<file path="config.mk">
export PLATFORM = sky130hd
export DESIGN_NAME = carrier_wipeoff_chip_averager
export DESIGN_NICKNAME = d
export VERILOG_FILES = /design/src/rtl/core/cwca_pkg.sv /design/src/rtl/core/cwca_datapath.sv /design/src/rtl/core/cwca_out_skid.sv /design/src/rtl/core/carrier_wipeoff_chip_averager.sv
export SDC_FILE = /design/constraint.sdc
export NUM_CORES = 1
export LEC_CHECK = 0
export BUFFER_PORTS_ARGS = -buffer_cell sky130_fd_sc_hd__buf_2
export CORE_UTILIZATION = 56
export CTS_CLUSTER_SIZE = 12
export DETAILED_ROUTE_END_ITERATION = 16
export PLACE_DENSITY_LB_ADDON = 0.3
export SLEW_MARGIN = 20
export SYNTH_ARGS = -nofsm -noshare
export SYNTH_HDL_FRONTEND = slang
export SYNTH_SLANG_ARGS = --single-unit
</file>
<file path="constraint.sdc">
create_clock -name i_clk -period 3.7 [get_ports i_clk]
set_input_delay 0.37 -clock i_clk [delete_from_list [all_inputs] [get_ports i_clk]]
set_output_delay 0.37 -clock i_clk [all_outputs]
set_load 0.02 [all_outputs]
</file>
<file path="src/rtl/core/cwca_pkg.sv">
// ----------------------------------------------------------------------------
// cwca_pkg
// Shared types and constants for the carrier wipe-off chip averager.
// ----------------------------------------------------------------------------
package cwca_pkg;

    // Configuration register indexes.
    localparam int unsigned CFG_INDEX_W = 1;
    localparam logic [CFG_INDEX_W-1:0] CFG_CODE_STEP    = 1'b0;
    localparam logic [CFG_INDEX_W-1:0] CFG_CARRIER_STEP = 1'b1;

    // Field widths that do not vary.
    localparam int unsigned PHASE_W = 32;
    localparam int unsigned BIN_W   = 12;

    // Four-phase carrier bit tables, entry n at bit n.
    localparam logic [3:0] SIN_BITS = 4'b0011;
    localparam logic [3:0] COS_BITS = 4'b1001;

    // One chip result, with its valid flag, from datapath to output buffer.
    typedef struct packed {
        logic              valid;
        logic              i_bit;
        logic              q_bit;
        logic [BIN_W-1:0]  bin_index;
    } t_chip_word;

endpackage

</file>
<file path="src/rtl/core/cwca_datapath.sv">
// ----------------------------------------------------------------------------
// cwca_datapath
// Carrier wipe-off, saturating I/Q integration, code phase chip detection.
// ----------------------------------------------------------------------------
module cwca_datapath #(
    parameter int unsigned BIN_COUNT = 4096,
    parameter int unsigned SUM_WIDTH = 16
) (
    input  logic                                 i_clk,
    input  logic                                 i_rst_n,
    input  logic                                 i_cfg_we,
    input  logic [cwca_pkg::CFG_INDEX_W-1:0]     i_cfg_index,
    input  logic [cwca_pkg::PHASE_W-1:0]         i_cfg_data,
    input  logic                                 i_accept,
    input  logic                                 i_sample_bit,
    input  logic                                 i_restart,
    output cwca_pkg::t_chip_word                 o_word
);

    localparam int unsigned CHIP_W = (BIN_COUNT > 1) ? $clog2(BIN_COUNT) : 1;
    localparam logic signed [SUM_WIDTH-1:0] SUM_MAX = {1'b0, {(SUM_WIDTH-1){1'b1}}};
    localparam logic signed [SUM_WIDTH-1:0] SUM_MIN = {1'b1, {(SUM_WIDTH-1){1'b0}}};
    localparam logic [CHIP_W-1:0] BIN_LAST = CHIP_W'(BIN_COUNT - 1);

    logic [cwca_pkg::PHASE_W-1:0] r_code_step;
    logic [cwca_pkg::PHASE_W-1:0] r_carrier_step;
    logic [cwca_pkg::PHASE_W-1:0] r_carrier_phase;
    logic [cwca_pkg::PHASE_W-1:0] r_code_acc;
    logic signed [SUM_WIDTH-1:0]  r_i_sum;
    logic signed [SUM_WIDTH-1:0]  r_q_sum;
    logic [CHIP_W-1:0]            r_chip_bin;

    logic [cwca_pkg::PHASE_W-1:0] n_code_acc;
    logic                         code_carry;
    logic [1:0]                   quad;
    logic signed [SUM_WIDTH-1:0]  i_base;
    logic signed [SUM_WIDTH-1:0]  q_base;
    logic signed [SUM_WIDTH-1:0]  n_i_sum;
    logic signed [SUM_WIDTH-1:0]  n_q_sum;
    logic                         i_neg;
    logic                         q_neg;
    logic [CHIP_W-1:0]            bin_base;
    logic [CHIP_W+cwca_pkg::BIN_W-1:0] bin_ext;

    // Carrier quadrant and wipe-off mismatch flags.
    assign quad  = r_carrier_phase[cwca_pkg::PHASE_W-1 -: 2];
    assign i_neg = i_sample_bit ^ cwca_pkg::SIN_BITS[quad];
    assign q_neg = i_sample_bit ^ cwca_pkg::COS_BITS[quad];

    // Restart clears the sums and the bin before the sample is added.
    assign i_base   = i_restart ? '0 : r_i_sum;
    assign q_base   = i_restart ? '0 : r_q_sum;
    assign bin_base = i_restart ? '0 : r_chip_bin;

    // Saturating add of plus or minus one.
    always_comb begin
        if (i_neg) begin
            n_i_sum = (i_base == SUM_MIN) ? i_base : i_base - SUM_WIDTH'(1);
        end else begin
            n_i_sum = (i_base == SUM_MAX) ? i_base : i_base + SUM_WIDTH'(1);
        end
        if (q_neg) begin
            n_q_sum = (q_base == SUM_MIN) ? q_base : q_base - SUM_WIDTH'(1);
        end else begin
            n_q_sum = (q_base == SUM_MAX) ? q_base : q_base + SUM_WIDTH'(1);
        end
    end

    // Code phase advance; the carry out marks the end of a chip.
    assign {code_carry, n_code_acc} = {1'b0, r_code_acc} + {1'b0, r_code_step};

    // The result word carries the low twelve bits of the chip bin.
    assign bin_ext = {{cwca_pkg::BIN_W{1'b0}}, bin_base};

    always_comb begin
        o_word.valid     = i_accept && code_carry;
        o_word.i_bit     = !n_i_sum[SUM_WIDTH-1] && (n_i_sum != '0);
        o_word.q_bit     = !n_q_sum[SUM_WIDTH-1] && (n_q_sum != '0);
        o_word.bin_index = bin_ext[cwca_pkg::BIN_W-1:0];
    end

    // Configuration registers.
    always_ff @(posedge i_clk) begin
        if (!i_rst_n) begin
            r_code_step    <= '0;
            r_carrier_step <= '0;
        end else if (i_cfg_we) begin
            case (i_cfg_index)
                cwca_pkg::CFG_CODE_STEP:    r_code_step    <= i_cfg_data;
                cwca_pkg::CFG_CARRIER_STEP: r_carrier_step <= i_cfg_data;
                default: ;
            endcase
        end
    end

    // Accumulator and sum state, advanced once per accepted sample.
    always_ff @(posedge i_clk) begin
        if (!i_rst_n) begin
            r_carrier_phase <= '0;
            r_code_acc      <= '0;
            r_i_sum         <= '0;
            r_q_sum         <= '0;
            r_chip_bin      <= '0;
        end else if (i_accept) begin
            r_carrier_phase <= r_carrier_phase + r_carrier_step;
            r_code_acc      <= n_code_acc;
            if (code_carry) begin
                r_i_sum    <= '0;
                r_q_sum    <= '0;
                r_chip_bin <= (bin_base == BIN_LAST) ? '0 : bin_base + CHIP_W'(1);
            end else begin
                r_i_sum    <= n_i_sum;
                r_q_sum    <= n_q_sum;
                r_chip_bin <= bin_base;
            end
        end
    end

endmodule

</file>
<file path="src/rtl/core/cwca_out_skid.sv">
// ----------------------------------------------------------------------------
// cwca_out_skid
// Output register with a skid stage, so samples keep flowing while a word
// waits on the master side.
// ----------------------------------------------------------------------------
module cwca_out_skid (
    input  logic                  i_clk,
    input  logic                  i_rst_n,
    input  cwca_pkg::t_chip_word  i_word,
    output logic                  o_in_ready,
    output logic                  o_valid,
    input  logic                  i_ready,
    output cwca_pkg::t_chip_word  o_word
);

    logic                 r_out_valid;
    logic                 r_skid_valid;
    cwca_pkg::t_chip_word r_out;
    cwca_pkg::t_chip_word r_skid;
    logic                 out_free;

    assign out_free   = !r_out_valid || i_ready;
    assign o_in_ready = !r_skid_valid;
    assign o_valid    = r_out_valid;
    assign o_word     = r_out;

    // Valid flags: a new word goes to the output register if it frees up,
    // otherwise it parks in the skid stage.
    always_ff @(posedge i_clk) begin
        if (!i_rst_n) begin
            r_out_valid  <= 1'b0;
            r_skid_valid <= 1'b0;
        end else begin
            if (r_skid_valid) begin
                if (i_ready) begin
                    r_out_valid  <= 1'b1;
                    r_skid_valid <= 1'b0;
                end
            end else if (i_word.valid) begin
                if (out_free) begin
                    r_out_valid <= 1'b1;
                end else begin
                    r_skid_valid <= 1'b1;
                end
            end else if (i_ready) begin
                r_out_valid <= 1'b0;
            end
        end
    end

    // Payload registers.
    always_ff @(posedge i_clk) begin
        if (r_skid_valid) begin
            if (i_ready) begin
                r_out <= r_skid;
            end
        end else if (i_word.valid) begin
            if (out_free) begin
                r_out <= i_word;
            end else begin
                r_skid <= i_word;
            end
        end
    end

`ifndef SYNTHESIS
    a_skid_needs_out: assert property (@(posedge i_clk) disable iff (!i_rst_n)
        r_skid_valid |-> r_out_valid)
        else $error("skid stage holds a word while the output register is empty");

    a_stall_to_skid: assert property (@(posedge i_clk) disable iff (!i_rst_n)
        (i_word.valid && !r_skid_valid && r_out_valid && !i_ready) |=> r_skid_valid)
        else $error("word arriving at a stalled output was not parked");

    a_skid_moves_up: assert property (@(posedge i_clk) disable iff (!i_rst_n)
        (r_skid_valid && i_ready) |=> (r_out_valid && !r_skid_valid
                                       && r_out == $past(r_skid)))
        else $error("skid word did not move to the output register");
`endif

endmodule

</file>
<file path="src/rtl/core/carrier_wipeoff_chip_averager.sv">
// ----------------------------------------------------------------------------
// carrier_wipeoff_chip_averager
// One-bit IF carrier wipe-off with per-chip integrate and dump of I and Q.
// ----------------------------------------------------------------------------
// Throughput: one sample word per cycle while o_s_tready is high; the sum and phase update is one pass.
// A chip word is built from the sample that ends the chip and is registered in the output
// register, or parked in the skid stage if the master stalls.
// A two-word output buffer parks one chip word during a master stall; o_s_tready
// is low only while a parked word waits behind the output register.
// Reset (synchronous, active low) clears steps, phases, sums, bin and buffer.
// ----------------------------------------------------------------------------
module carrier_wipeoff_chip_averager #(
    parameter int unsigned BIN_COUNT = 4096,
    parameter int unsigned SUM_WIDTH = 16
) (
    input  logic                              i_clk,
    input  logic                              i_rst_n,
    // Configuration write port.
    input  logic                              i_cfg_we,
    input  logic [cwca_pkg::CFG_INDEX_W-1:0]  i_cfg_index,
    input  logic [cwca_pkg::PHASE_W-1:0]      i_cfg_data,
    // Sample words.
    input  logic                              i_s_tvalid,
    output logic                              o_s_tready,
    input  logic [7:0]                        i_s_tdata,  // [0] sample_bit, [7:1] zero
    input  logic [0:0]                        i_s_tuser,  // [0] restart
    // Chip words.
    output logic                              o_m_tvalid,
    input  logic                              i_m_tready,
    output logic [15:0]                       o_m_tdata   // [0] i_bit, [1] q_bit,
                                                          // [13:2] bin_index, [15:14] zero
);

    cwca_pkg::t_chip_word dp_word;
    cwca_pkg::t_chip_word out_word;
    logic                 accept;

    assign accept = i_s_tvalid && o_s_tready;

    cwca_datapath #(
        .BIN_COUNT (BIN_COUNT),
        .SUM_WIDTH (SUM_WIDTH)
    ) u_datapath (
        .i_clk        (i_clk),
        .i_rst_n      (i_rst_n),
        .i_cfg_we     (i_cfg_we),
        .i_cfg_index  (i_cfg_index),
        .i_cfg_data   (i_cfg_data),
        .i_accept     (accept),
        .i_sample_bit (i_s_tdata[0]),
        .i_restart    (i_s_tuser[0]),
        .o_word       (dp_word)
    );

    cwca_out_skid u_out_skid (
        .i_clk      (i_clk),
        .i_rst_n    (i_rst_n),
        .i_word     (dp_word),
        .o_in_ready (o_s_tready),
        .o_valid    (o_m_tvalid),
        .i_ready    (i_m_tready),
        .o_word     (out_word)
    );

    // Pack the chip word for the master side.
    assign o_m_tdata = {2'b00, out_word.bin_index, out_word.q_bit, out_word.i_bit};

endmodule
</file>
## After elaboration in Yosys (flattened, before gate mapping)

Index checks and enable logic that the tools add are counted.

- Register bits: 202
- Bits of input ports: 47
- Word-level logic and storage cells: 84
- Output and inout port bits: 18

- Reduce and logical (&&, ||, !) cells: 19
- Equality and inequality tests: 7
- Add/sub/neg operators: 7
- Magnitude comparators: 1
- Bitwise logic cells: 5
- Mux-type cells: 30

Operator list:

| cell | count |
|---|---|
| 16-bit two-way mux | 10 |
| 16-bit == test (second input constant) | 4 |
| 14-bit two-way mux | 4 |
| 12-bit two-way mux | 3 |
| 32-bit by 32-bit adder with 33-bit output | 1 |
| 16-bit by 2-bit adder with 16-bit output (second input constant) | 2 |
| 32-bit adder | 1 |
| 16-bit nonzero test | 2 |
| 16-bit by 2-bit subtractor with 16-bit output (second input constant) | 2 |
| 12-bit by 1-bit adder with 12-bit output (second input constant) | 1 |
| 12-bit == test (second input constant) | 1 |
| 1-bit two-way mux | 11 |
| 3-bit AND reduction | 3 |
| 2-bit nonzero test | 3 |
| 1-bit binary-select mux with 2-bit select | 2 |
| 1-bit logical AND | 4 |
| 1-bit logical NOT | 4 |
| 2-bit AND reduction | 2 |
| 2-bit by 3-bit < comparator with 1-bit output (second input constant) | 1 |
| 3-bit by 1-bit inequality test with 1-bit output (second input constant) | 1 |
| 1-bit NOT | 3 |
| 2-bit inequality test (second input constant) | 1 |
| 1-bit bitwise XOR | 2 |
| 1-bit logical OR | 1 |

## Logic depth before layout (Yosys ltp)

Gate-level depths: netlist of run 1.

- Depth in word-level cells: 9
- Depth in mapped cells: 16
- Depth with buffers taken out: 14

## Hierarchy

A second synthesis of run 1 with hierarchy kept.

- Cells, all modules: 1,607
- Area, all modules: 12,776.0 µm²

By module, submodules not included:

| module | cells each | area an instance (µm²) | sequential area each (µm²) | instances |
|---|---|---|---|---|
| cwca_datapath | 1,545 | 11,586.1 | 3,443.3 | 1 |
| cwca_out_skid | 58 | 1,164.9 | 880.8 | 1 |
| carrier_wipeoff_chip_averager | 4 | 25.0 | 0.0 | 1 |

## Worst setup path before layout of run 1

No wires, ideal clock.

- Path type: register to register
- Start: register u_datapath.r_code_acc[0] in the netlist's numbering
- End: register u_out_skid.r_skid[0] in the netlist's numbering, enable pin
- Setup slack: -146 ps
- Buffers on the path: 0
- Stages on the path, launching flop included: 12
- Period minus slack after synthesis: 3,846 ps
- Setup time: 406 ps
- Required time: 3,294 ps
- Data arrival time: 3,440 ps
- Path through: dfxtp_1 -> ha_1 -> fa_1 -> a21oi_1 -> o21bai_1 -> a211o_1 -> a21o_1 -> a2111oi_0 -> nand2b_1 -> o41ai_2 -> nand2_1 -> nor3b_1

- Word-level cells in the longest chain between the ends: 3

Ends and longest elaborated chain:

| element | line | RTL |
|---|---|---|
| from (decl) | cwca_datapath.sv:28 | `logic [cwca_pkg::PHASE_W-1:0] r_code_acc;` |
| from (signal assigned) | cwca_datapath.sv:106 | `r_code_acc <= n_code_acc;` |
| 32-bit by 32-bit adder with 33-bit output | cwca_datapath.sv:70 | `assign {code_carry, n_code_acc} = {1'b0, r_code_acc} + {1'b0, r_code_step};` |
| 1-bit logical AND | cwca_datapath.sv:76 | `o_word.valid = i_accept && code_carry;` |
| 3-bit AND reduction (no line) | n/a |  |
| to (signal assigned) | cwca_out_skid.sv:61 | `r_skid <= i_word;` |
| to (decl) | cwca_out_skid.sv:19 | `cwca_pkg::t_chip_word r_skid;` |

No other way between the ends.
A chain may end at the register's enable or synchronous reset.

## Worst setup path after layout of run 1

- Start: register u_datapath.r_code_acc[0] in the netlist's numbering
- End: register u_datapath.r_q_sum[1]

- Word-level cells in the longest chain between the ends: 2

Ends and longest elaborated chain:

| element | line | RTL |
|---|---|---|
| 32-bit by 32-bit adder with 33-bit output | cwca_datapath.sv:70 |  |
| 16-bit two-way mux | cwca_datapath.sv:107 | `if (code_carry) begin` |
| to (signal assigned) | cwca_datapath.sv:113 | `r_q_sum <= n_q_sum;` |
| to (decl) | cwca_datapath.sv:30 | `logic signed [SUM_WIDTH-1:0] r_q_sum;` |

No other way between the ends.

==> metrics.log, run 1 <==
[metrics] leading cell types by total area after synthesis: sky130_fd_sc_hd__dfxtp_1 (28%), sky130_fd_sc_hd__nand2_1 (8.9%), sky130_fd_sc_hd__ha_1 (7.0%), sky130_fd_sc_hd__edfxtp_1 (6.7%), sky130_fd_sc_hd__a21oi_1 (6.7%)
[metrics] class of the most critical setup path: register to register
[metrics] type of the most critical hold path: primary input to register
[metrics] worst min-delay path endpoint: u_out_skid.r_skid_valid$_SDFF_PN0_
[metrics] gpl congestion: 0.8899
[metrics] setup repair after global routing missed its margin: false
[metrics] number of hold violations in the final report: 0
[metrics] slack of the worst reg-to-reg path: 0.12 ns
[metrics] list of most frequent post-synthesis cells: sky130_fd_sc_hd__nand2_1 (297), sky130_fd_sc_hd__dfxtp_1 (174), sky130_fd_sc_hd__a21oi_1 (167)
[metrics] buffer type at the clock tree root: sky130_fd_sc_hd__clkbuf_16
[metrics] IO buf count: 55
[metrics] largest net degree at the start of global routing: 76
[metrics] Critical Path Source Type: register
[metrics] number of rows created at floorplan: 54
[metrics] routed vias/inst: 5.848
[metrics] met3 track demand over resource: 3.174%
[metrics] number of filler cells placed in the layout: 1942
[metrics] summed negative setup slack over all endpoints: 0 ns
[metrics] deepest clock path buffer count: 3
[metrics] Lkg Pwr: 5.832 nW
[metrics] maximum net fanout on the critical path: 33
[metrics] Req. time, crit path: 4.14 ns
[metrics] IR drop worst, VDD: 0.3395 mV
[metrics] first-pass iteration count of the detailed router: 5
[metrics] Avg Inst Size Synth: 7.870 µm²
[metrics] initial drt markers: 638
[metrics] Min-Delay Startpoint: i_m_tready
[metrics] most common cell in the synthesized netlist: sky130_fd_sc_hd__nand2_1
[metrics] GR peak layer: met2
[metrics] Synth-to-Final Area Change: 10.38%
[metrics] HPWL Detailed: 20.43 mm
[metrics] die span in y: 151.5 µm
[metrics] full die area: 22960 µm²
[metrics] top cell type by total area after synthesis: sky130_fd_sc_hd__dfxtp_1
[metrics] number of top-level pins: 65
[metrics] number of post-CTS setup repair buffers: 0
[metrics] Avg WL per Cell: 15.46 µm
[metrics] via count: 11190
[metrics] TritonCTS clock tree: yes
[metrics] launch instance of the worst register-to-register path: u_datapath.r_code_acc[0]$_SDFFE_PN0P_
[metrics] standard cell core area: 21890 µm²
[metrics] utilization after layout: 63.13%
[metrics] critical path capture point type: register
[metrics] total power of the final layout: 0.005580 W
[metrics] total of hold buffers inserted after clock tree synthesis: 0
[metrics] met2 global-route usage: 44.18%
[metrics] Detail Route Antenna Nets: 0
[metrics] grt ovf: 0
[metrics] number of cells on the worst reg-to-reg path: 13
[metrics] drt total wl: 29.58 mm
[metrics] peak clock frequency supported by timing: 0.2791 GHz
[metrics] number of resized instances in the post-cts repair step: 0
[metrics] cts bufs inserted: 23
[metrics] Worst Tran Pin Value: 0.8024 ns
[metrics] htree depth: 1
[metrics] max-cap viol count: 0
[metrics] die extent in x: 151.5 µm
[metrics] sequential cell area: 4325 µm²
[metrics] remaining max-slew budget at the tightest pin: 46.51%
[metrics] proportion of netlist area held by the largest area contributor: 27.82%
[metrics] Final Max Slew Viols: 0
[metrics] hold path depth: 2
[metrics] clock sink total: 202
[metrics] number of warnings reported in the yosys synthesis log: 0
[metrics] predominant post-synthesis flop cell: sky130_fd_sc_hd__dfxtp_1
[metrics] Tot GR Track Use: 25.86%
[metrics] sequential share of the synthesized area: 34.54%
[metrics] worst clock skew on the final layout: 0.01929 ns
[metrics] capturing point of the worst reg2reg path: u_datapath.r_q_sum[1]$_SDFFE_PN0P_
[metrics] number of synthesized register bits: 202
[metrics] total of endpoints with negative setup slack in the final report: 0
[metrics] status: finished clean
[metrics] final critical path time including I/O delays and setup: 3.584 ns
[metrics] effective utilization at floorplan: 57.20%
[metrics] number of nets at the end of the flow: 1736
[metrics] global routing usage on met1: 34.53%
[metrics] clock slew at the register clock pins of the worst setup and hold paths: 0.06 ns
[metrics] Power per Cell Area: 403.7 nW/µm²
[metrics] number of library cell types mapped by synthesis: 93
[metrics] first-pass GRT wire length: 48.87 mm
[metrics] Final period util: 96.85%
[metrics] number of antenna violations at the first check in global routing: 0
[metrics] number of synthesized flops with an enable pin: 28
[metrics] cell area after technology mapping: 12520 µm²
[metrics] Residual DRC: 0
[metrics] layout cell share with drive strength beyond 1: 10.59%
[metrics] total area of multi-input combinational cells: 7671 µm²
[metrics] vias in the first global route: 10260
[metrics] data arrival time of the critical path: 4.02 ns
[metrics] final antenna diode count: 0
[metrics] synthesized instance count: 1591
[metrics] fraction of synthesis flops using an asynchronous set or reset pin: 0%
[metrics] clock network latency to the later pin of the worst-skew pair: 0.52 ns
## cell type report
type | count | share of cell area (%)
Clock buffer | 31 | 4.671
Clock inverter | 10 | 0.7242
Inverter | 34 | 0.9234
Multi-Input combinational cell | 1261 | 55.50
Sequential cell | 202 | 31.30
Tap cell | 280 | 2.535
Timing Repair Buffer | 95 | 4.345
## registers in the layout (all words and copies together), names as in the netlist
signal and count:
u_datapath.r_carrier_phase 32, u_datapath.r_carrier_step 32, u_datapath.r_chip_bin 12, u_datapath.r_code_acc 32
u_datapath.r_code_step 32, u_datapath.r_i_sum 16, u_datapath.r_q_sum 16, u_out_skid.o_valid 1
u_out_skid.o_word 14, u_out_skid.r_skid 14, u_out_skid.r_skid_valid 1
## stage by stage
step	hold slack (ns)	cell area [µm²]	cells	setup WS, ns
6_report	0.09636	13820	1913	0.1164
5_1_grt	0.09936	13820	1913	0.001917
3_3_place_gp	0.4437	13070	1872	0.1187
3_5_place_dp	0.4479	13070	1872	0.05485
4_1_cts	0.08661	13820	1913	0.1910
2_1_floorplan	0.4358	12530	1592	0.05933
## critical path, stage by stage (launching register included)
cell	delay, ns
sky130_fd_sc_hd__dfxtp_1	0.31
sky130_fd_sc_hd__ha_1	0.23
sky130_fd_sc_hd__fa_1	0.41
sky130_fd_sc_hd__a21oi_1	0.15
sky130_fd_sc_hd__o21bai_1	0.13
sky130_fd_sc_hd__a211o_1	0.36
sky130_fd_sc_hd__a21o_1	0.21
sky130_fd_sc_hd__a2111oi_0	0.43
sky130_fd_sc_hd__nand2b_1	0.31
sky130_fd_sc_hd__o41ai_4	0.13
sky130_fd_sc_hd__buf_4	0.27
sky130_fd_sc_hd__a2111oi_0	0.40
sky130_fd_sc_hd__a21oi_1	0.08
sky130_fd_sc_hd__nor2b_1	0.11
## worst max path at each step
stage | start | end | slack [ns]
CTS | u_datapath.r_code_acc[0]$_SDFFE_PN0P_ | u_datapath.r_q_sum[1]$_SDFFE_PN0P_ | 0.19
detailed placement | i_s_tuser | u_out_skid.o_word[13]$_DFFE_PP_ | 0.05
global placement | i_s_tuser | u_out_skid.o_word[13]$_DFFE_PP_ | 0.12
global route | u_datapath.r_code_acc[0]$_SDFFE_PN0P_ | u_datapath.r_q_sum[1]$_SDFFE_PN0P_ | 0.002
floorplan | u_datapath.r_code_acc[0]$_SDFFE_PN0P_ | u_out_skid.o_word[0]$_DFFE_PP_ | 0.06
finish | u_datapath.r_code_acc[0]$_SDFFE_PN0P_ | u_datapath.r_q_sum[1]$_SDFFE_PN0P_ | 0.12
## routing by layer
| metal | vias up | wire length, µm |
|---|---|---|
| li1 | 5706 | - |
| met1 | 5173 | 13660 |
| met2 | 266 | 14080 |
| met3 | 42 | 1333 |
| met4 | 0 | 502 |
| met5 | - | 0 |
## power breakdown
part	switching (W)	internal (W)
logic	0.000541	0.000376
registers	0.0000956	0.00232
clock network	0.000891	0.00136
total	0.00153	0.00405
## logic make-up after synthesis
family | synth area share [%]
simple gates | 25.30
compound gates | 23.02
flops | 34.54
buf+inv | 4.497
fa+ha+maj | 7.315
xor+xnor | 4.377
mux | 0.9194
other cells | 0.02995
## layout by cell type, fill, tap and decap left out, types with 10 or more instances in the layout
master	n
sky130_fd_sc_hd__nand4_1	14
sky130_fd_sc_hd__and3_1	17
sky130_fd_sc_hd__and2_1	40
sky130_fd_sc_hd__a21boi_0	19
sky130_fd_sc_hd__xor2_1	24
sky130_fd_sc_hd__nand2_1	296
sky130_fd_sc_hd__or3_1	20
sky130_fd_sc_hd__buf_2	55
sky130_fd_sc_hd__nor3_1	37
sky130_fd_sc_hd__inv_1	31
sky130_fd_sc_hd__xnor2_1	36
sky130_fd_sc_hd__nor2b_1	37
sky130_fd_sc_hd__nand3_1	50
sky130_fd_sc_hd__edfxtp_1	28
sky130_fd_sc_hd__buf_4	38
sky130_fd_sc_hd__nand2b_1	16
sky130_fd_sc_hd__a21o_1	49
sky130_fd_sc_hd__a31oi_1	25
sky130_fd_sc_hd__a21oi_1	167
sky130_fd_sc_hd__o21ai_0	109
sky130_fd_sc_hd__nor2_1	59
sky130_fd_sc_hd__a211oi_1	10
sky130_fd_sc_hd__nor4_1	11
sky130_fd_sc_hd__ha_1	70
sky130_fd_sc_hd__clkbuf_16	23
sky130_fd_sc_hd__dfxtp_1	173
(Power assumes the default switching activity.)
==> inputs of run 2 (changes only) <==
Settings changed: CORE_UTILIZATION 56 to 36.
==> run 2 against run 1 <==
  * Global-route usage fell by 8.5 points
  * Total power rose by 4.2%
  * Core utilization fell by 21 points
  * Final cell count rose by 9.1%
  * Critical path depth did not move
  * Wire length rose by 5.4%
  * Sequential power barely moved
  * Non-clock buffer count rose by 1
  * Sequential cell count did not move
  * Combinational power barely moved
  * Largest power group is now clock
==> metrics.log, run 2 (synthesis gave the netlist of run 1 again) <==
[metrics] total power of the final layout: 0.005817 W (+4.2%)
[metrics] status: finished clean
[metrics] grt ovf: 0 (unchanged)
[metrics] end point of the critical path: u_out_skid.o_word[13]$_DFFE_PP_
[metrics] deepest clock path buffer count: 3 (unchanged)
[metrics] die extent in x: 188.5 µm (+24%)
[metrics] Tot GR Track Use: 17.36% (-8.5 points)
[metrics] capturing point of the worst reg2reg path: u_out_skid.o_word[13]$_DFFE_PP_
[metrics] IR drop worst, VDD: 0.3110 mV (-8.4%)
[metrics] gpl congestion: 0.8316 (-6.6%)
[metrics] number of cells on the worst reg-to-reg path: 13 (unchanged)
[metrics] peak clock frequency supported by timing: 0.2913 GHz (+4.4%)
[metrics] number of hold violations in the final report: 0 (unchanged)
[metrics] TritonCTS clock tree: yes
[metrics] Critical Path Source Type: register
[metrics] number of filler cells placed in the layout: 3475 (+79%)
[metrics] initial drt markers: 703 (+10%)
[metrics] largest net degree at the start of global routing: 66 (-13%)
[metrics] IO buf count: 55 (unchanged)
[metrics] via count: 11110 (-0.69%)
[metrics] htree depth: 1 (unchanged)
[metrics] slack of the worst reg-to-reg path: 0.27 ns (+0.15 ns)
[metrics] HPWL Detailed: 21.49 mm (+5.2%)
[metrics] full die area: 35530 µm² (+55%)
[metrics] clock sink total: 202 (unchanged)
[metrics] clock slew at the register clock pins of the worst setup and hold paths: 0.06 ns (about the same)
[metrics] Req. time, crit path: 3.97 ns (-0.17 ns)
[metrics] number of nets at the end of the flow: 1739 (+0.17%)
[metrics] vias in the first global route: 10680 (+4.1%)
[metrics] Avg WL per Cell: 14.94 µm (-3.3%)
[metrics] worst clock skew on the final layout: 0.02494 ns (+0.005645 ns)
[metrics] die span in y: 188.5 µm (+24%)
[metrics] number of top-level pins: 65 (unchanged)
[metrics] critical path capture point type: register
[metrics] Area after DPL: 13320 µm² (+1.9%)
[metrics] Design Area, Final: 14180 µm² (+2.6%)
[metrics] maximum net fanout on the critical path: 6 (-82%)
[metrics] routed vias/inst: 5.323 (-9.0%)
[metrics] summed negative setup slack over all endpoints: 0 ns (unchanged)
[metrics] setup repair after global routing missed its margin: false
[metrics] Power per Cell Area: 410.2 nW/µm² (+1.6%)
[metrics] sequential cell area: 4324 µm² (about the same)
[metrics] number of antenna violations at the first check in global routing: 1 (+1)
[metrics] cts bufs inserted: 25 (+8.7%)
[metrics] Detail Route Antenna Nets: 0 (unchanged)
[metrics] buffer type at the clock tree root: sky130_fd_sc_hd__clkbuf_16
[metrics] standard cell core area: 33870 µm² (+55%)
[metrics] Lkg Pwr: 5.907 nW (+1.3%)
[metrics] first-pass iteration count of the detailed router: 4 (-1)
[metrics] total of endpoints with negative setup slack in the final report: 0 (unchanged)
[metrics] final critical path time including I/O delays and setup: 3.433 ns (-0.1508 ns)
[metrics] launch instance of the worst register-to-register path: u_datapath.r_i_sum[1]$_SDFFE_PN0P_
[metrics] Residual DRC: 0 (unchanged)
[metrics] max-cap viol count: 0 (unchanged)
[metrics] Final period util: 92.78% (-4.1 points)
[metrics] first-pass GRT wire length: 52.23 mm (+6.9%)
[metrics] smallest hold slack: 0.08046 ns (-0.01590 ns)
[metrics] drt total wl: 31.19 mm (+5.4%)
[metrics] worst setup path start: u_datapath.r_i_sum[1]$_SDFFE_PN0P_
[metrics] Final Max Slew Viols: 0 (unchanged)
[metrics] data arrival time of the critical path: 3.70 ns (-0.32 ns)
[metrics] clock network latency to the later pin of the worst-skew pair: 0.54 ns (+0.02 ns)
[metrics] most frequent standard cell in the layout excluding fill and tap cells: sky130_fd_sc_hd__nand2_1
[metrics] type of the most critical hold path: primary input to register
[metrics] Worst Tran Pin Value: 0.9902 ns (+0.1879 ns)
[metrics] layout cell share with drive strength beyond 1: 11.29% (+0.69 points)
[metrics] effective utilization at floorplan: 36.97% (-20 points)
[metrics] Synth-to-Final Area Change: 13.25%
[metrics] number of rows created at floorplan: 67 (+24%)
[metrics] final antenna diode count: 0 (unchanged)
[metrics] total area of multi-input combinational cells: 7692 µm² (+0.28%)
[metrics] remaining max-slew budget at the tightest pin: 33.83% (-13 points)
[metrics] most frequent cells in the layout: sky130_fd_sc_hd__nand2_1 (295), sky130_fd_sc_hd__dfxtp_1 (174), sky130_fd_sc_hd__a21oi_1 (167)
[metrics] class of the most critical setup path: register to register
[run 2: cell count changes in the layout (fill, tap and decap cells not counted), moves of 2 or more]
cell and change:
sky130_fd_sc_hd__a2111oi_1 +2, sky130_fd_sc_hd__clkinv_2 +4, sky130_fd_sc_hd__clkbuf_16 +2, sky130_fd_sc_hd__a2111oi_0 -3
sky130_fd_sc_hd__clkinv_1 -3, sky130_fd_sc_hd__clkinvlp_4 +2, sky130_fd_sc_hd__buf_12 +2, sky130_fd_sc_hd__clkbuf_8 -2
[run 2: what timing repair did]
item                                   CTS  global route
setup buffers                            0             0
hold buffers                             0             0
setup endpoints to repair               28            63
gates resized for setup                  1             7
pin swaps                                1             0
endpoints found under the hold margin    0             0
[run 2: how the worst min path moves through the flow]
stage	startpoint	to	cells past startpoint
after floorplan	u_datapath.r_chip_bin[1]$_SDFFE_PN0P_	u_datapath.r_chip_bin[1]$_SDFFE_PN0P_	2
final	i_cfg_data[9]	u_datapath.r_code_step[9]$_SDFFE_PN0P_	3
after global routing	i_cfg_data[24]	u_datapath.r_carrier_step[24]$_SDFFE_PN0P_	3
after CTS	i_cfg_data[9]	u_datapath.r_code_step[9]$_SDFFE_PN0P_	3
after detailed placement	u_datapath.r_carrier_phase[12]$_SDFFE_PN0P_	u_datapath.r_carrier_phase[12]$_SDFFE_PN0P_	2
after global placement	u_datapath.r_carrier_phase[14]$_SDFFE_PN0P_	u_datapath.r_carrier_phase[14]$_SDFFE_PN0P_	2
[run 2: area by class of cell]
class | count | area share, %
tap | 448 | 3.953
multi-input combinational | 1261 | 54.25
clock buffer | 31 | 4.712
timing repair buffer | 96 | 4.465
inverter | 34 | 0.9000
clock inverter | 15 | 1.227
sequential | 202 | 30.50
[run 2: stage by stage]
step	util [%]	instances	setup WS, ns
2_1_floorplan	-	1592	0.05933
3_3_place_gp	39.32	2041	-0.03811
3_5_place_dp	39.32	2041	-0.05951
4_1_cts	41.81	2087	0.01994
5_1_grt	41.87	2087	0.02462
6_report	41.87	2087	0.2672
[run 2: worst max-delay path, stage by stage (launching register included)]
cell and delay [ns]:
sky130_fd_sc_hd__dfxtp_1 0.42, sky130_fd_sc_hd__nand2_1 0.13, sky130_fd_sc_hd__inv_1 0.12, sky130_fd_sc_hd__ha_1 0.19, sky130_fd_sc_hd__inv_1 0.06, sky130_fd_sc_hd__or4_1 0.59
sky130_fd_sc_hd__o31ai_4 0.33, sky130_fd_sc_hd__nor2_1 0.10, sky130_fd_sc_hd__a21oi_1 0.15, sky130_fd_sc_hd__o211ai_1 0.11, sky130_fd_sc_hd__nor3_1 0.25, sky130_fd_sc_hd__and4_2 0.30
sky130_fd_sc_hd__a41oi_2 0.15, sky130_fd_sc_hd__mux2_4 0.28
[run 2: routing by layer]
metal  GRT usage, %  wire [µm]  vias up
li1               -          -     5715
met1          23.75      15400     5163
met2          29.02      14260      183
met3          2.012        970       49
met4          4.156        563        0
met5              0          0        -
[run 2: power by group]
group / total [W] / switching, W / internal [W]
Clock: 0.00249 / 0.000983 / 0.00150
Sequential: 0.00242 / 0.0000969 / 0.00232
Combinational: 0.000915 / 0.000535 / 0.000380
Total: 0.00582 / 0.00161 / 0.00420
==> inputs of run 3 (changes only) <==
Settings changed: CELL_PAD_IN_SITES_DETAIL_PLACEMENT set to 0, CELL_PAD_IN_SITES_GLOBAL_PLACEMENT set to 1.
==> run 3 against run 2 <==
  * Register-to-register slack lost 0.02 ns
  * Combinational power is 1% higher
  * Largest power group unchanged
  * First-iteration DRC count is 16% lower
  * Design area is 1.1% higher
==> metrics.log, run 3 (synthesis gave the netlist of run 1 again) <==
[metrics] status: finished clean
[metrics] crit path setup slack, layout: 0.2423 ns (-0.02498 ns)
[metrics] max-cap viol count: 0 (unchanged)
[metrics] class of the most critical setup path: register to register
[metrics] smallest hold slack: 0.06749 ns (-0.01297 ns)
[metrics] buffer type at the clock tree root: sky130_fd_sc_hd__clkbuf_16
[metrics] number of top-level pins: 65 (unchanged)
[metrics] die span in y: 188.5 µm (unchanged)
[metrics] largest net degree at the start of global routing: 79 (+20%)
[metrics] number of buffer and inverter instances along the worst setup path: 2 (unchanged)
[metrics] most frequent cells in the layout: sky130_fd_sc_hd__nand2_1 (296), sky130_fd_sc_hd__dfxtp_1 (173), sky130_fd_sc_hd__a21oi_1 (167)
[metrics] number of antenna violations at the first check in global routing: 0 (-1)
[metrics] setup repair after global routing missed its margin: false
[metrics] Tot GR Track Use: 17.98% (+0.62 points)
[metrics] htree depth: 1 (unchanged)
[metrics] Power per Cell Area: 424.5 nW/µm² (+3.5%)
[metrics] launch instance of the worst register-to-register path: u_datapath.r_code_acc[0]$_SDFFE_PN0P_
[metrics] number of post-CTS setup repair buffers: 0 (unchanged)
[metrics] drt total wl: 31.80 mm (+1.9%)
[metrics] cells along the critical path: ha_1 > fa_1 > a21oi_1 > o21bai_1 > a211o_1 > a21o_1 > a2111oi_1 > nand2b_2 > o41ai_4 > buf_4 > buf_12 > a2111oi_0 > a21oi_1 > nor2b_1
[metrics] largest stage delay on the critical path: 0.41 ns (-0.18 ns)
[metrics] Worst Tran Pin Value: 1.049 ns (+0.05919 ns)
[metrics] final critical path time including I/O delays and setup: 3.458 ns (+0.02498 ns)
[metrics] Detail Route Antenna Nets: 0 (unchanged)
[metrics] category of cells accounting for the largest share of critical-path delay: compound AO/OA/AOI/OAI gates
[metrics] via count: 11200 (+0.80%)
[metrics] Design Area, Final: 14340 µm² (+1.1%)
[metrics] clock slew at the register clock pins of the worst setup and hold paths: 0.06 ns (about the same)
[metrics] final antenna diode count: 0 (unchanged)
[metrics] Critical Path Source Type: register
[metrics] vias in the first global route: 10670 (-0.066%)
[metrics] IO buf count: 55 (unchanged)
[metrics] total of endpoints with negative setup slack in the final report: 0 (unchanged)
[metrics] utilization after layout: 42.33% (+0.47 points)
[metrics] Final period util: 93.45% (+0.68 points)
[metrics] worst setup path start: u_datapath.r_code_acc[0]$_SDFFE_PN0P_
[metrics] first-pass GRT wire length: 53.36 mm (+2.2%)
[metrics] cts bufs inserted: 26 (+4.0%)
[metrics] maximum net fanout on the critical path: 24 (+18)
[metrics] number of hold violations in the final report: 0 (unchanged)
[metrics] first-pass iteration count of the detailed router: 5 (+1)
[metrics] crit-path most repeated cell: sky130_fd_sc_hd__a21oi_1
[metrics] clock sink total: 202 (unchanged)
[metrics] remaining max-slew budget at the tightest pin: 29.87% (-4.0 points)
[metrics] grt ovf: 0 (unchanged)
[metrics] HPWL Detailed: 21.75 mm (+1.2%)
[metrics] peak clock frequency supported by timing: 0.2892 GHz (-0.72%)
[metrics] summed negative setup slack over all endpoints: 0 ns (unchanged)
[metrics] number of rows created at floorplan: 67 (unchanged)
[metrics] number of nets at the end of the flow: 1748 (+0.52%)
[metrics] Synth-to-Final Area Change: 14.51%
[metrics] worst clock skew on the final layout: 0.01342 ns (-0.01152 ns)
[metrics] deepest clock path buffer count: 3 (unchanged)
[metrics] TritonCTS clock tree: yes
[metrics] number of resized instances in the post-cts repair step: 0 (-1)
[metrics] Avg WL per Cell: 15.16 µm (+1.5%)
[metrics] pre-CTS setup slack: 0.05210 ns (+0.1116 ns)
[metrics] Area after DPL: 13390 µm² (+0.55%)
[metrics] die extent in x: 188.5 µm (unchanged)
[metrics] IR drop worst, VDD: 0.3334 mV (+7.2%)
[metrics] effective utilization at floorplan: 36.97% (unchanged)
[metrics] data arrival time of the critical path: 3.94 ns (+0.24 ns)
[metrics] Residual DRC: 0 (unchanged)
[metrics] type of the most critical hold path: primary input to register
[metrics] routed vias/inst: 5.340 (+0.32%)
[metrics] gpl congestion: 0.8730 (+5.0%)
[metrics] Min-Delay Startpoint: i_cfg_data[1]
[metrics] total of hold buffers inserted after clock tree synthesis: 0 (unchanged)
[metrics] most frequent standard cell in the layout excluding fill and tap cells: sky130_fd_sc_hd__nand2_1
[metrics] Lkg Pwr: 5.979 nW (+1.2%)
[metrics] initial drt markers: 590 (-16%)
[metrics] full die area: 35530 µm² (unchanged)
[metrics] Final Max Slew Viols: 0 (unchanged)
[metrics] Req. time, crit path: 4.18 ns (+0.21 ns)
[metrics] critical path capture point type: register
[metrics] layout cell share with drive strength beyond 1: 11.64% (+0.36 points)
[metrics] standard cell core area: 33870 µm² (unchanged)
[metrics] clock network latency to the later pin of the worst-skew pair: 0.55 ns (about the same)
[metrics] standard cell with the maximum stage delay on the critical path: sky130_fd_sc_hd__fa_1
## run 3: cell types whose count changed in the layout (fill, tap and decap cells not counted), sizes merged
cell | before | now
clkinv | 9 | 5
buf | 96 | 104
bufinv | 3 | 4
clkbuf | 31 | 37
inv | 35 | 34
## run 3: where the power goes
part           switching, W  total [W]  internal [W]
sequential        0.0000941    0.00241       0.00232
clock               0.00101    0.00274       0.00174
combinational      0.000541   0.000928      0.000388
## run 3: worst reg2reg max path: stages, from the launching register on
cell,delay [ns]
sky130_fd_sc_hd__dfxtp_1,0.31
sky130_fd_sc_hd__ha_1,0.22
sky130_fd_sc_hd__fa_1,0.41
sky130_fd_sc_hd__a21oi_1,0.14
sky130_fd_sc_hd__o21bai_1,0.10
sky130_fd_sc_hd__a211o_1,0.30
sky130_fd_sc_hd__a21o_1,0.25
sky130_fd_sc_hd__a2111oi_1,0.37
sky130_fd_sc_hd__nand2b_2,0.26
sky130_fd_sc_hd__o41ai_4,0.10
sky130_fd_sc_hd__buf_4,0.22
sky130_fd_sc_hd__buf_12,0.18
sky130_fd_sc_hd__a2111oi_0,0.36
sky130_fd_sc_hd__a21oi_1,0.07
sky130_fd_sc_hd__nor2b_1,0.11
## run 3: path summary, 6_finish.rpt
path         cells past startpoint  slack (ns)                                           to
max reg2reg                     14        0.24           u_datapath.r_q_sum[1]$_SDFFE_PN0P_
min reg2reg                      2        0.46  u_datapath.r_carrier_phase[13]$_SDFFE_PN0P_
min                              3        0.07       u_datapath.r_code_step[1]$_SDFFE_PN0P_
max                             14        0.24           u_datapath.r_q_sum[1]$_SDFFE_PN0P_
## run 3: area by class of cell
cell class	count	area [µm²]
well taps	448	560.5
clock buffers	37	774.5
fillers	3533	19530
flip-flops and latches	202	4325
inverters	34	127.6
clock inverters	11	167.7
multi-input cells	1261	7676
repair buffers	104	705.7
## run 3: per-layer routing
layer | wire, µm | share of wire (%) | GRT usage [%] | vias up
li1 | - | - | - | 5740
met1 | 15620 | 49 | 24.56 | 5215
met2 | 14330 | 45 | 29.55 | 192
met3 | 1133 | 3.6 | 2.533 | 52
met4 | 708 | 2.2 | 4.746 | 0
met5 | 0 | 0 | 0 | -
## run 3: stage by stage
| stage | std cells | total power, W |
|---|---|---|
| 5_1_grt | 2097 | 0.006398 |
| 2_1_floorplan | 1592 | 0.003134 |
| 3_5_place_dp | 2049 | 0.003384 |
| 6_report | 2097 | 0.006086 |
| 4_1_cts | 2097 | 0.006176 |
| 3_3_place_gp | 2049 | 0.003378 |
